## src/design/wcs_pkg.sv

```systemverilog
// ----------------------------------------------------------------------------
// Watering cycle sequencer package
// Shared types and constants for the watering cycle sequencer.
// ----------------------------------------------------------------------------
package wcs_pkg;

  typedef enum logic [2:0] {
    ST_WAIT         = 3'd0,
    ST_INTERVAL     = 3'd1,
    ST_DRAIN_BEFORE = 3'd2,
    ST_OXYGEN       = 3'd3,
    ST_WATERING     = 3'd4,
    ST_DRAIN_AFTER  = 3'd5,
    ST_LIGHTS       = 3'd6,
    ST_SERVICE      = 3'd7
  } cycle_state_e;

  typedef enum logic [1:0] {
    CFG_WATERING_INTERVAL   = 2'd0,
    CFG_WATERINGS_PER_DRAIN = 2'd1,
    CFG_OXYGEN_INTERVAL     = 2'd2,
    CFG_WATERING_DURATION   = 2'd3
  } cfg_index_e;

  localparam int unsigned CfgDataW = 16;
  localparam int unsigned GramsW   = 16;
  localparam int unsigned TicksW   = 16;
  localparam int unsigned PassW    = 7;
  localparam int unsigned DeltaW   = 17;
  localparam int unsigned SumW     = 24;

  localparam logic [TicksW-1:0] TicksMax          = 16'hFFFF;
  localparam logic [TicksW-1:0] WaitTicks         = 16'd60;
  localparam logic [TicksW-1:0] DrainTimeoutTicks = 16'd240;
  localparam logic [GramsW-1:0] DrainFullGrams    = 16'd5000;
  localparam logic [GramsW-1:0] WaterLowGrams     = 16'd2000;
  localparam logic signed [SumW-1:0] EmptySumLimit = -24'sd5;

  localparam logic [TicksW-1:0] RstWateringInterval = 16'd3600;
  localparam logic [PassW-1:0]  RstWateringsPerDrain = 7'd1;
  localparam logic [TicksW-1:0] RstOxygenInterval   = 16'd60;
  localparam logic [TicksW-1:0] RstWateringDuration = 16'd240;

  typedef struct packed {
    logic drain;
    logic oxygen;
    logic pressure;
  } pumps_t;

  typedef struct packed {
    logic [2:0] cycle_state;
    pumps_t     pumps;
    logic       service_led;
    logic       lights_update;
    logic       watering_started;
    logic       tank_empty;
  } result_t;

endpackage

```

## src/design/watering_cycle_sequencer_top.sv

```systemverilog
// ----------------------------------------------------------------------------
// Watering cycle sequencer
// Tick-driven watering cycle controller with a windowed tank weight trend.
// ----------------------------------------------------------------------------
// Each accepted tick carries the tank weight and a service request and yields
// one result with the cycle state, pump levels, service LED and strobes. The
// block takes one tick per clock cycle while in_stall_o is low. The recent
// weight deltas live in a small synchronous memory whose next entry is read
// ahead into a register, so a tick's read-modify-write never waits on it.
// A two-entry output buffer lets input transfers continue while one result
// waits; the input stalls only when both entries are full.
module watering_cycle_sequencer_top #(
  parameter int unsigned WINDOW_LEN = 8
) (
  input  logic        clk_i,
  input  logic        rst_ni,
  input  logic        cfg_valid_i,
  output logic        cfg_ready_o,
  input  wcs_pkg::cfg_index_e cfg_index_i,
  input  logic [15:0] cfg_data_i,
  input  logic        in_valid_i,
  output logic        in_stall_o,
  input  logic [15:0] tank_grams_i,
  input  logic        service_request_i,
  output logic        out_valid_o,
  input  logic        out_stall_i,
  output logic [2:0]  cycle_state_o,
  output logic        drain_pump_on_o,
  output logic        oxygen_pump_on_o,
  output logic        pressure_pump_on_o,
  output logic        service_led_o,
  output logic        lights_update_o,
  output logic        watering_started_o,
  output logic        tank_empty_o
);
  import wcs_pkg::*;

  localparam int unsigned PosW = (WINDOW_LEN > 1) ? $clog2(WINDOW_LEN) : 1;
  localparam logic [PosW-1:0]   PosLast   = PosW'(WINDOW_LEN - 1);
  localparam logic [TicksW-1:0] WinTicks  = TicksW'(WINDOW_LEN);
  localparam logic signed [SumW-1:0] DrainSumLimit = SumW'(5 * WINDOW_LEN);

  // Configuration registers.
  logic [TicksW-1:0] watering_interval_q, oxygen_interval_q, watering_duration_q;
  logic [PassW-1:0]  waterings_per_drain_q;

  assign cfg_ready_o = 1'b1;

  always_ff @(posedge clk_i or negedge rst_ni) begin
    if (!rst_ni) begin
      watering_interval_q   <= RstWateringInterval;
      waterings_per_drain_q <= RstWateringsPerDrain;
      oxygen_interval_q     <= RstOxygenInterval;
      watering_duration_q   <= RstWateringDuration;
    end else if (cfg_valid_i && cfg_ready_o) begin
      unique case (cfg_index_i)
        CFG_WATERING_INTERVAL:   watering_interval_q   <= cfg_data_i;
        CFG_WATERINGS_PER_DRAIN: waterings_per_drain_q <= cfg_data_i[PassW-1:0];
        CFG_OXYGEN_INTERVAL:     oxygen_interval_q     <= cfg_data_i;
        CFG_WATERING_DURATION:   watering_duration_q   <= cfg_data_i;
        default: ;
      endcase
    end
  end

  // Handshake and output buffer.
  logic    accept;
  logic    out_fire;
  logic    out_valid_q, skid_valid_q;
  result_t out_q, skid_q, res_d;

  assign in_stall_o  = skid_valid_q;
  assign accept      = in_valid_i && !in_stall_o;
  assign out_valid_o = out_valid_q;
  assign out_fire    = out_valid_q && !out_stall_i;

  always_ff @(posedge clk_i or negedge rst_ni) begin
    if (!rst_ni) begin
      out_valid_q  <= 1'b0;
      skid_valid_q <= 1'b0;
    end else if (skid_valid_q) begin
      if (out_fire) begin
        skid_valid_q <= 1'b0;
      end
    end else if (accept) begin
      if (out_valid_q && !out_fire) begin
        skid_valid_q <= 1'b1;
      end else begin
        out_valid_q <= 1'b1;
      end
    end else if (out_fire) begin
      out_valid_q <= 1'b0;
    end
  end

  always_ff @(posedge clk_i) begin
    if (skid_valid_q) begin
      if (out_fire) begin
        out_q <= skid_q;
      end
    end else if (accept) begin
      if (out_valid_q && !out_fire) begin
        skid_q <= res_d;
      end else begin
        out_q <= res_d;
      end
    end
  end

  assign cycle_state_o      = out_q.cycle_state;
  assign drain_pump_on_o    = out_q.pumps.drain;
  assign oxygen_pump_on_o   = out_q.pumps.oxygen;
  assign pressure_pump_on_o = out_q.pumps.pressure;
  assign service_led_o      = out_q.service_led;
  assign lights_update_o    = out_q.lights_update;
  assign watering_started_o = out_q.watering_started;
  assign tank_empty_o       = out_q.tank_empty;

  // Sequencer state.
  cycle_state_e      state_q, saved_q;
  logic [TicksW-1:0] elapsed_q;
  logic              parity_q;
  logic [GramsW-1:0] prev_grams_q;
  logic signed [SumW-1:0] sum_q;
  logic [PassW-1:0]  pass_q;
  pumps_t            pumps_q;
  logic              led_q;

  // Delta window memory with a registered read-ahead of the next slot.
  logic [DeltaW-1:0]    win_mem [WINDOW_LEN];
  logic [WINDOW_LEN-1:0] win_valid_q;
  logic [DeltaW-1:0]    rd_data_q;
  logic                 rd_valid_q;
  logic [PosW-1:0]      pos_q, pos_next, rd_addr;

  assign pos_next = (pos_q == PosLast) ? '0 : pos_q + PosW'(1);
  assign rd_addr  = accept ? pos_next : pos_q;

  logic signed [DeltaW-1:0] delta;
  assign delta = $signed({1'b0, tank_grams_i} - {1'b0, prev_grams_q});

  always_ff @(posedge clk_i) begin
    if (accept) begin
      win_mem[pos_q] <= delta;
    end
    rd_data_q <= win_mem[rd_addr];
  end

  always_ff @(posedge clk_i or negedge rst_ni) begin
    if (!rst_ni) begin
      win_valid_q <= '0;
      rd_valid_q  <= 1'b0;
      pos_q       <= '0;
    end else begin
      rd_valid_q <= win_valid_q[rd_addr];
      if (accept) begin
        win_valid_q[pos_q] <= 1'b1;
        pos_q              <= pos_next;
      end
    end
  end

  logic [TicksW-1:0] elapsed_inc;
  logic              parity_d;
  logic signed [SumW-1:0] sum_d;
  logic [DeltaW-1:0] old_delta;

  assign elapsed_inc = (elapsed_q < TicksMax) ? elapsed_q + TicksW'(1) : elapsed_q;
  assign parity_d    = ~parity_q;
  assign old_delta   = rd_valid_q ? rd_data_q : '0;
  assign sum_d = sum_q + $signed({{(SumW-DeltaW){delta[DeltaW-1]}}, delta})
                       - $signed({{(SumW-DeltaW){old_delta[DeltaW-1]}}, old_delta});

  // Service toggle.
  cycle_state_e st_svc, saved_d;
  pumps_t       pumps_svc;
  logic         led_svc;

  always_comb begin
    st_svc    = state_q;
    saved_d   = saved_q;
    pumps_svc = pumps_q;
    led_svc   = led_q;
    if (service_request_i) begin
      if (state_q != ST_SERVICE) begin
        saved_d   = state_q;
        pumps_svc = '0;
        led_svc   = 1'b0;
        st_svc    = ST_SERVICE;
      end else begin
        st_svc  = saved_q;
        led_svc = 1'b1;
      end
    end
  end

  // End conditions.
  logic             drain_done, water_timeout, water_empty, water_done, to_drain;
  logic [PassW-1:0] pass_eff;
  logic [PassW:0]   pass_inc;

  assign drain_done = (elapsed_inc >= DrainTimeoutTicks) ||
                      ((elapsed_inc >= WinTicks) && (prev_grams_q >= DrainFullGrams) &&
                       (sum_d < DrainSumLimit));
  assign water_timeout = elapsed_inc >= watering_duration_q;
  assign water_empty   = !water_timeout && (elapsed_inc >= WinTicks) &&
                         (prev_grams_q <= WaterLowGrams) && (sum_d > EmptySumLimit);
  assign water_done    = water_timeout || water_empty;
  assign pass_eff      = water_empty ? waterings_per_drain_q : pass_q;
  assign pass_inc      = {1'b0, pass_eff} + (PassW+1)'(1);
  assign to_drain      = pass_inc >= {1'b0, waterings_per_drain_q};

  // Next state.
  cycle_state_e state_d;
  logic         change;

  always_comb begin
    state_d = st_svc;
    change  = 1'b0;
    unique case (st_svc)
      ST_WAIT: begin
        if (elapsed_inc >= WaitTicks) begin
          state_d = ST_DRAIN_BEFORE;
          change  = 1'b1;
        end
      end
      ST_INTERVAL: begin
        if (elapsed_inc >= watering_interval_q) begin
          change = 1'b1;
          if (waterings_per_drain_q > PassW'(1)) begin
            state_d = (pass_q == '0) ? ST_OXYGEN : ST_WATERING;
          end else begin
            state_d = ST_DRAIN_BEFORE;
          end
        end
      end
      ST_DRAIN_BEFORE: begin
        if (drain_done) begin
          state_d = ST_OXYGEN;
          change  = 1'b1;
        end
      end
      ST_OXYGEN: begin
        if (elapsed_inc >= oxygen_interval_q) begin
          state_d = ST_WATERING;
          change  = 1'b1;
        end
      end
      ST_WATERING: begin
        if (water_done) begin
          state_d = to_drain ? ST_DRAIN_AFTER : ST_LIGHTS;
          change  = 1'b1;
        end
      end
      ST_DRAIN_AFTER: begin
        if (drain_done) begin
          state_d = ST_LIGHTS;
          change  = 1'b1;
        end
      end
      ST_LIGHTS: begin
        state_d = ST_INTERVAL;
        change  = 1'b1;
      end
      ST_SERVICE: ;
      default: ;
    endcase
  end

  // Pumps, strobes and counters.
  pumps_t            pumps_d;
  logic              led_d, lights, started;
  logic [PassW-1:0]  pass_d;
  logic [TicksW-1:0] elapsed_d;

  always_comb begin
    pumps_d = pumps_svc;
    led_d   = led_svc;
    lights  = 1'b0;
    started = 1'b0;
    pass_d  = pass_q;
    unique case (st_svc)
      ST_WAIT: begin
        if (change) begin
          pumps_d.drain = 1'b1;
        end
      end
      ST_INTERVAL: begin
        if (change) begin
          unique case (state_d)
            ST_OXYGEN:   pumps_d.oxygen   = 1'b1;
            ST_WATERING: pumps_d.pressure = 1'b1;
            default:     pumps_d.drain    = 1'b1;
          endcase
        end
      end
      ST_DRAIN_BEFORE: begin
        if (change) begin
          pumps_d.drain  = 1'b0;
          pumps_d.oxygen = 1'b1;
        end
      end
      ST_OXYGEN: begin
        if (change) begin
          started          = 1'b1;
          pumps_d.oxygen   = 1'b0;
          pumps_d.pressure = 1'b1;
        end
      end
      ST_WATERING: begin
        if (change) begin
          pumps_d.pressure = 1'b0;
          if (to_drain) begin
            pumps_d.drain = 1'b1;
            pass_d        = '0;
          end else begin
            pass_d = pass_inc[PassW-1:0];
          end
        end
      end
      ST_DRAIN_AFTER: begin
        if (change) begin
          pumps_d.drain = 1'b0;
        end
      end
      ST_LIGHTS: begin
        lights = 1'b1;
      end
      ST_SERVICE: begin
        led_d = parity_d;
      end
      default: ;
    endcase
    elapsed_d = change ? '0 : elapsed_inc;
  end

  always_comb begin
    res_d.cycle_state      = state_d;
    res_d.pumps            = pumps_d;
    res_d.service_led      = led_d;
    res_d.lights_update    = lights;
    res_d.watering_started = started;
    res_d.tank_empty       = (st_svc == ST_WATERING) && water_empty;
  end

  always_ff @(posedge clk_i or negedge rst_ni) begin
    if (!rst_ni) begin
      state_q      <= ST_WAIT;
      saved_q      <= ST_WAIT;
      elapsed_q    <= '0;
      parity_q     <= 1'b0;
      prev_grams_q <= '0;
      sum_q        <= '0;
      pass_q       <= '0;
      pumps_q      <= '0;
      led_q        <= 1'b0;
    end else if (accept) begin
      state_q      <= state_d;
      saved_q      <= saved_d;
      elapsed_q    <= elapsed_d;
      parity_q     <= parity_d;
      prev_grams_q <= tank_grams_i;
      sum_q        <= sum_d;
      pass_q       <= pass_d;
      pumps_q      <= pumps_d;
      led_q        <= led_d;
    end
  end

endmodule
```

## config.mk

```make
export PLATFORM = sky130hd
export DESIGN_NAME = watering_cycle_sequencer_top
export DESIGN_NICKNAME = d
export VERILOG_FILES = /design/src/design/wcs_pkg.sv /design/src/design/watering_cycle_sequencer_top.sv
export SDC_FILE = /design/constraint.sdc
export NUM_CORES = 1
export LEC_CHECK = 0
export BUFFER_PORTS_ARGS = -buffer_cell sky130_fd_sc_hd__buf_2
export CAP_MARGIN = 20
export CORE_UTILIZATION = 59
export CTS_CLUSTER_SIZE = 30
export DETAILED_ROUTE_END_ITERATION = 8
export HOLD_SLACK_MARGIN = 0.12
export PLACE_DENSITY = 0.76
export SLEW_MARGIN = 20
export SYNTH_ARGS = -nofsm -noshare
export SYNTH_HDL_FRONTEND = slang
export SYNTH_SLANG_ARGS = --single-unit
```

## constraint.sdc

```tcl
create_clock -name clk_i -period 11.7 [get_ports clk_i]
set_input_delay 1.755 -clock clk_i [delete_from_list [all_inputs] [get_ports clk_i]]
set_output_delay 1.755 -clock clk_i [all_outputs]
set_load 0.02 [all_outputs]
```

# After elaboration in Yosys (flattened, before gate mapping)
# Memory sizes are Yosys's and may differ from the RTL's. A register that Yosys moved wholly into a read port is not among the register bits.
# Cells that the tools add are included.
# word_totals
reg_bits	163
mem_bits_rw	136
out_inout_bits	13
word_cells	175
memories	1
# memory_table
name	depth	word_bits	read_ports	rd_ports_with_merged_regs	wr	line_no	rtl
win_mem	8	17	1	1	1	watering_cycle_sequencer_top.sv:130	logic [DeltaW-1:0] win_mem [WINDOW_LEN];
# op_classes
n_addsub	6
magnitude_cmp	16
n_eq_ne	17
muxes	64
bitwise_logic	3
reduce_logical	32
# op_table
operator	count
>= comparator 16 bit	3
2-to-1 mux 3 bit	15
2-to-1 mux 10 bit	4
2-to-1 mux 16 bit	2
2-to-1 mux 1 bit	30
adder 24 x 17 -> 24 bit	1
> comparator 24 x 4 -> 1 bit (second input constant)	1
< comparator 24 x 7 -> 1 bit (second input constant)	1
subtractor 24 x 17 -> 24 bit	1
case mux 3 bit (7 select lines)	1
equality test 3 bit (second input constant)	6
2-to-1 mux 17 bit	1
subtractor 16 x 16 -> 17 bit	1
adder 16 x 1 -> 16 bit (second input constant)	1
>= comparator 16 x 13 -> 1 bit (second input constant)	1
>= comparator 16 x 4 -> 1 bit (second input constant)	1
>= comparator 16 x 6 -> 1 bit (second input constant)	1
>= comparator 16 x 8 -> 1 bit (second input constant)	1
less-or-equal comparator 16 x 11 -> 1 bit (second input constant)	1
< comparator 16 bit (second input constant)	1
AND reduction 3 bit	5
2-to-1 mux 7 bit	2
logical AND 1 bit	10
equality test 3 x 2 -> 1 bit (second input constant)	3
other kinds (27)	44

# Longest topological paths before layout
# logic_depth
word_depth	21
mapped_depth	44
mapped_depth_nobuf	42

# Worst setup path before layout
# No wires, ideal clock.
# synth_timing
path_type	input-to-reg
from	in tank_grams_i[0]
to	reg out_q (netlist bit drain_pump_on_o) (data pin)
setup_time_ns	0.272
arrival_ns	9.996
required_time_ns	11.428
setup_slack_ns	1.433
cell_stages	38
path_cell_list	inv_1 > ha_1 > inv_1 > fa_1 > a21o_1 > a21oi_1 > nor2_1 > o41a_1 > a31oi_1 > o21ai_0 > fa_1 > inv_1 > ha_1 > clkbuf_1 > nand3_1 > or4_1 > nand2_1 > mux2i_1 > [... 2 more ...] > and4_1 > o21ai_2 > clkbuf_1 > nand2_1 > o21ai_0 > ha_1 > nand3_1 > nor3_1 > xnor2_1 > nor2_1 > a21oi_1 > ha_1 > a21oi_1 > o21ai_0 > a211oi_4 > a31oi_1 > a222oi_1 > o41ai_1
# synth_via
elab_chain_cells	19
elab_cells_between_ends	34
cone_classes	add/sub: 4; order compare: 3; eq/ne: 2; mux: 20; reduce/logical: 5
# synth_rtl
element	line_no	rtl
start, declared	watering_cycle_sequencer_top.sv:23	input logic [15:0] tank_grams_i,
subtractor 16 x 16 -> 17 bit (*)	watering_cycle_sequencer_top.sv:140	assign delta = $signed({1'b0, tank_grams_i} - {1'b0, prev_grams_q});
adder 24 x 17 -> 24 bit (*)	watering_cycle_sequencer_top.sv:171	assign sum_d = sum_q + $signed({{(SumW-DeltaW){delta[DeltaW-1]}}, delta})
subtractor 24 x 17 -> 24 bit (*)	watering_cycle_sequencer_top.sv:172	- $signed({{(SumW-DeltaW){old_delta[DeltaW-1]}}, old_delta});
> comparator 24 x 4 -> 1 bit	watering_cycle_sequencer_top.sv:207	(prev_grams_q <= WaterLowGrams) && (sum_d > EmptySumLimit);
logical AND 1 bit	watering_cycle_sequencer_top.sv:207	
2-to-1 mux 7 bit	watering_cycle_sequencer_top.sv:209	assign pass_eff = water_empty ? waterings_per_drain_q : pass_q;
adder 7 x 1 -> 8 bit	watering_cycle_sequencer_top.sv:210	assign pass_inc = {1'b0, pass_eff} + (PassW+1)'(1);
>= comparator 8 x 7 -> 1 bit	watering_cycle_sequencer_top.sv:211	assign to_drain = pass_inc >= {1'b0, waterings_per_drain_q};
[... 3 more ...]	n/a	
equality test 3 x 2 -> 1 bit or equality test 3 bit (tied branches)	watering_cycle_sequencer_top.sv:290	unique case (state_d)
OR reduction 2 bit (no line)	n/a	
2-to-1 mux 1 bit	watering_cycle_sequencer_top.sv:290	
2-to-1 mux 3 bit	watering_cycle_sequencer_top.sv:289	if (change) begin
case mux 1 bit (5 select lines) (*)	watering_cycle_sequencer_top.sv:282	unique case (st_svc)
2-to-1 mux 10 bit (*)	watering_cycle_sequencer_top.sv:102	if (out_valid_q && !out_fire) begin
2-to-1 mux 10 bit (*)	watering_cycle_sequencer_top.sv:101	end else if (accept) begin
2-to-1 mux 10 bit (*)	watering_cycle_sequencer_top.sv:97	if (skid_valid_q) begin
end signal, assigned	watering_cycle_sequencer_top.sv:99	out_q <= skid_q;
end signal, assigned	watering_cycle_sequencer_top.sv:105	out_q <= res_d;
end, declared	watering_cycle_sequencer_top.sv:70	result_t out_q, skid_q, res_d;
# Mark *: on every way between the ends. The rest lies on a longest branch, timed or not. The select of a mux whose other input is x is not followed.
# A chain may end at the register's enable or synchronous reset.

# Worst setup path after layout
# layout_timing
from	in tank_grams_i[1]
to	reg out_q (netlist bit drain_pump_on_o) (data pin)
# Same word-level chain as after synthesis.

==> results.sh <==
export IMPL_die_area_mm2=0.03158
export IMPL_rsz0062_at_grt="false"
export IMPL_worstSetupPathType="primary input to flop"
export IMPL_syn2layout_area_growth_pct=10.21
export IMPL_period_share_pct=92.35
export IMPL_drtIter0Drc=1268
export IMPL_pre_cts_slack_ps=435.1
export IMPL_routed_via_count=13980
export IMPL_ys_types=95
export IMPL_ctsResizeCount=0
export IMPL_ant_nets=0
export IMPL_antenna_found_initial=0
export IMPL_critical_path_max_fanout=9
export IMPL_hold_end="win_valid_q[5]$_DFFE_PN0P_"
export IMPL_viasPerCell=5.988
export IMPL_startpoint_type="primary input"
export IMPL_layout_drive_gt1_share_pct=11.93
export IMPL_synth_edf_count=156
export IMPL_final_setup_tns_ps=0
export IMPL_worst_pin_slew_ps=1015
export IMPL_yosysTopAreaCellShare_pct=25.71
export IMPL_slowest_stage="a2111oi_0"
export IMPL_ys_flop_type="edfxtp_1"
export IMPL_yosysMostFrequentCell="nand2_1"
export IMPL_synth_area_leaders="edfxtp_1 (26%), dfrtp_1 (18%), nand2_1 (7.0%)"
export IMPL_synthesis_area_mm2=0.01822
export IMPL_overflow=0
export IMPL_hold_path_class="flop to flop"
export IMPL_ioPinCount=53
export IMPL_rows=63
export IMPL_cts_made_buffers=35
export IMPL_drt_wl_total_um=43540
export IMPL_clkTransAtPathRegs_ps=60
export IMPL_worstSkewPairLatency_ps=540
export IMPL_synth_fp_nets=2056
export IMPL_cts_setup_buffers=0
export IMPL_finish_utilization_pct=66.85
export IMPL_final_max_slew_viol_count=0
export IMPL_crit_top_cell="o21ai_0"
export IMPL_die_w_um=177.7
export IMPL_crit_path_end_kind="flop"
export IMPL_skew_ps=20.75
export IMPL_cts_tree="done"
export IMPL_outcome="finished clean"
export IMPL_cts_max_path_buffers=3
export IMPL_drc=0
export IMPL_setup_slack_ps=895.5
export IMPL_globalplace_congestion=0.9059
export IMPL_antenna_cells=0
export IMPL_core_mm2=0.03003
export IMPL_cp_required_ps=11940
export IMPL_multi_input_area_mm2=0.008690
export IMPL_cts_root_buf="clkbuf_16"
export IMPL_r2r_cells=39
export IMPL_synth_area_leader_cell="edfxtp_1"
export IMPL_die_h_um=177.7
export IMPL_reg2reg_from="prev_grams_q[1]$_DFFE_PN0P_"
export IMPL_fin_nets=2083
export IMPL_cp_slowest_stage_delay_ps=590
export IMPL_whs_path_depth=1
export IMPL_synth_avg_cell_area_um2=9.629
export IMPL_hold_viol_final=0
export IMPL_r2r_setup_slack_ps=1710
export IMPL_first_pass_iters=5
export IMPL_synth_top_cells_by_count="nand2_1 (341), inv_1 (167), edfxtp_1 (156)"
export IMPL_min_delay_start="win_valid_q[5]$_DFFE_PN0P_"
export IMPL_register_area_mm2=0.008620
export IMPL_arrival_ps=11050
export IMPL_min_period_ps=10800
export IMPL_place_hpwl_um=30270
export IMPL_htreeDepth=2
export IMPL_syn_instance_count=1892
export IMPL_nFillCells=2341
export IMPL_initial_core_util_pct=60.66
export IMPL_grt_max_degree=84
export IMPL_cap_violations=0
export IMPL_reg2reg_to="drain_pump_on_o$_DFFE_PP_"
export IMPL_portBuffers=51
export IMPL_seq_area_frac_synth_pct=47.31
export IMPL_yosys_register_bits=316
export IMPL_final_setup_viol_count=0
export IMPL_yosys_warnings=0
export IMPL_gr_usage_all_layers_pct=28.25
export IMPL_max_clock_freq_mhz=92.55
export IMPL_clock_sinks=316
export IMPL_async_reset_ff_share_pct=45.25
export IMPL_grt_pass1_vias=13360
export IMPL_maxSlewHeadroom_pct=32.16
export IMPL_grt_pass1_wl_um=69970
export IMPL_wl_per_cell_um=18.65
export IMPL_hold_buffers=0
export IMPL_holdWs_ps=468.5
==> worst max-delay path by stage <==
stage / from / end / slack (ps) / cells past startpoint
floorplan: tank_grams_i[0] / drain_pump_on_o$_DFFE_PP_ / 1430 / 38
CTS: tank_grams_i[1] / drain_pump_on_o$_DFFE_PP_ / 970 / 39
global placement: tank_grams_i[1] / drain_pump_on_o$_DFFE_PP_ / 650 / 39
finish: tank_grams_i[1] / drain_pump_on_o$_DFFE_PP_ / 900 / 39
detailed placement: tank_grams_i[1] / drain_pump_on_o$_DFFE_PP_ / 440 / 39
global route: tank_grams_i[1] / drain_pump_on_o$_DFFE_PP_ / 60 / 39
==> cells in the final DEF, fill, tap and decap left out, types with 7 or more instances in the layout <==
master,count
nand2_1,341
inv_1,167
edfxtp_1,156
o21ai_0,144
dfrtp_1,130
nand3_1,128
ha_1,100
a21oi_1,69
nor2_1,64
buf_2,50
mux2_2,46
clkbuf_16,35
xnor2_1,34
a21o_1,30
fa_1,24
nor3_1,20
and2_1,20
buf_4,20
nand4_1,19
xor2_1,17
dfxtp_1,17
nand2b_1,16
and3_1,15
a31oi_1,15
a211oi_1,15
nor4_1,15
o211ai_1,14
a211o_1,14
o21a_1,13
dfstp_2,13
or2_2,11
o31ai_1,9
clkbuf_1,9
nor2b_1,8
mux2i_1,7
==> critical path: cells and delay by family <==
kind / cells / cell delay, ps
muxes: 3 / 710
adders and majority gates: 5 / 1480
and+or+nand+nor: 6 / 760
buffers and inverters: 2 / 160
AOI/OAI and AO/OA: 22 / 5940
xor gates and xnor gates: 1 / 230
==> cell type report <==
type / instances / share of cell area, %
multi-input cells: 1326 / 43.28
flip-flops and latches: 316 / 42.93
clock buffers: 45 / 4.599
inverters: 169 / 3.159
well taps: 390 / 2.430
repair buffers: 71 / 2.050
clock inverters: 18 / 1.552
==> flip-flops by register name (all words and copies together) (netlist names), 10 cells and up <==
name and count:
win_mem 136, oxygen_interval_q 16, rd_data_q 17, prev_grams_q 16
watering_duration_q 16, skid_q 10, elapsed_q 16, sum_q 24
watering_interval_q 16
==> metrics by stage <==
step	area, µm²	instances
global placement	18840	2272
detailed placement	18840	2272
finish	20080	2335
floorplan	18220	1892
global route	20080	2335
CTS	20080	2335
==> cells by family after synthesis <==
family                     synth area share, %
and+or+nand+nor                          17.71
AOI/OAI and AO/OA                        14.42
DFF                                      47.31
buffers and inverters                    5.295
adders and majority gates                9.505
muxes                                    3.283
xor gates and xnor gates                 2.452
other                                  0.02058
==> layer usage <==
metal  routed length [µm]  part of all wire [%]  GRT usage (%)  up-vias
li1                     -                     -              -     6703
met1                19860                    46          40.90     6751
met2                19660                    45          44.50      450
met3                 2935                   6.7          3.685       78
met4                 1074                   2.5          8.048        0
met5                    0                     0              0        -
Power is not shown: default switching activity piles up to over one toggle a cycle in this logic, so the estimate is an artifact.
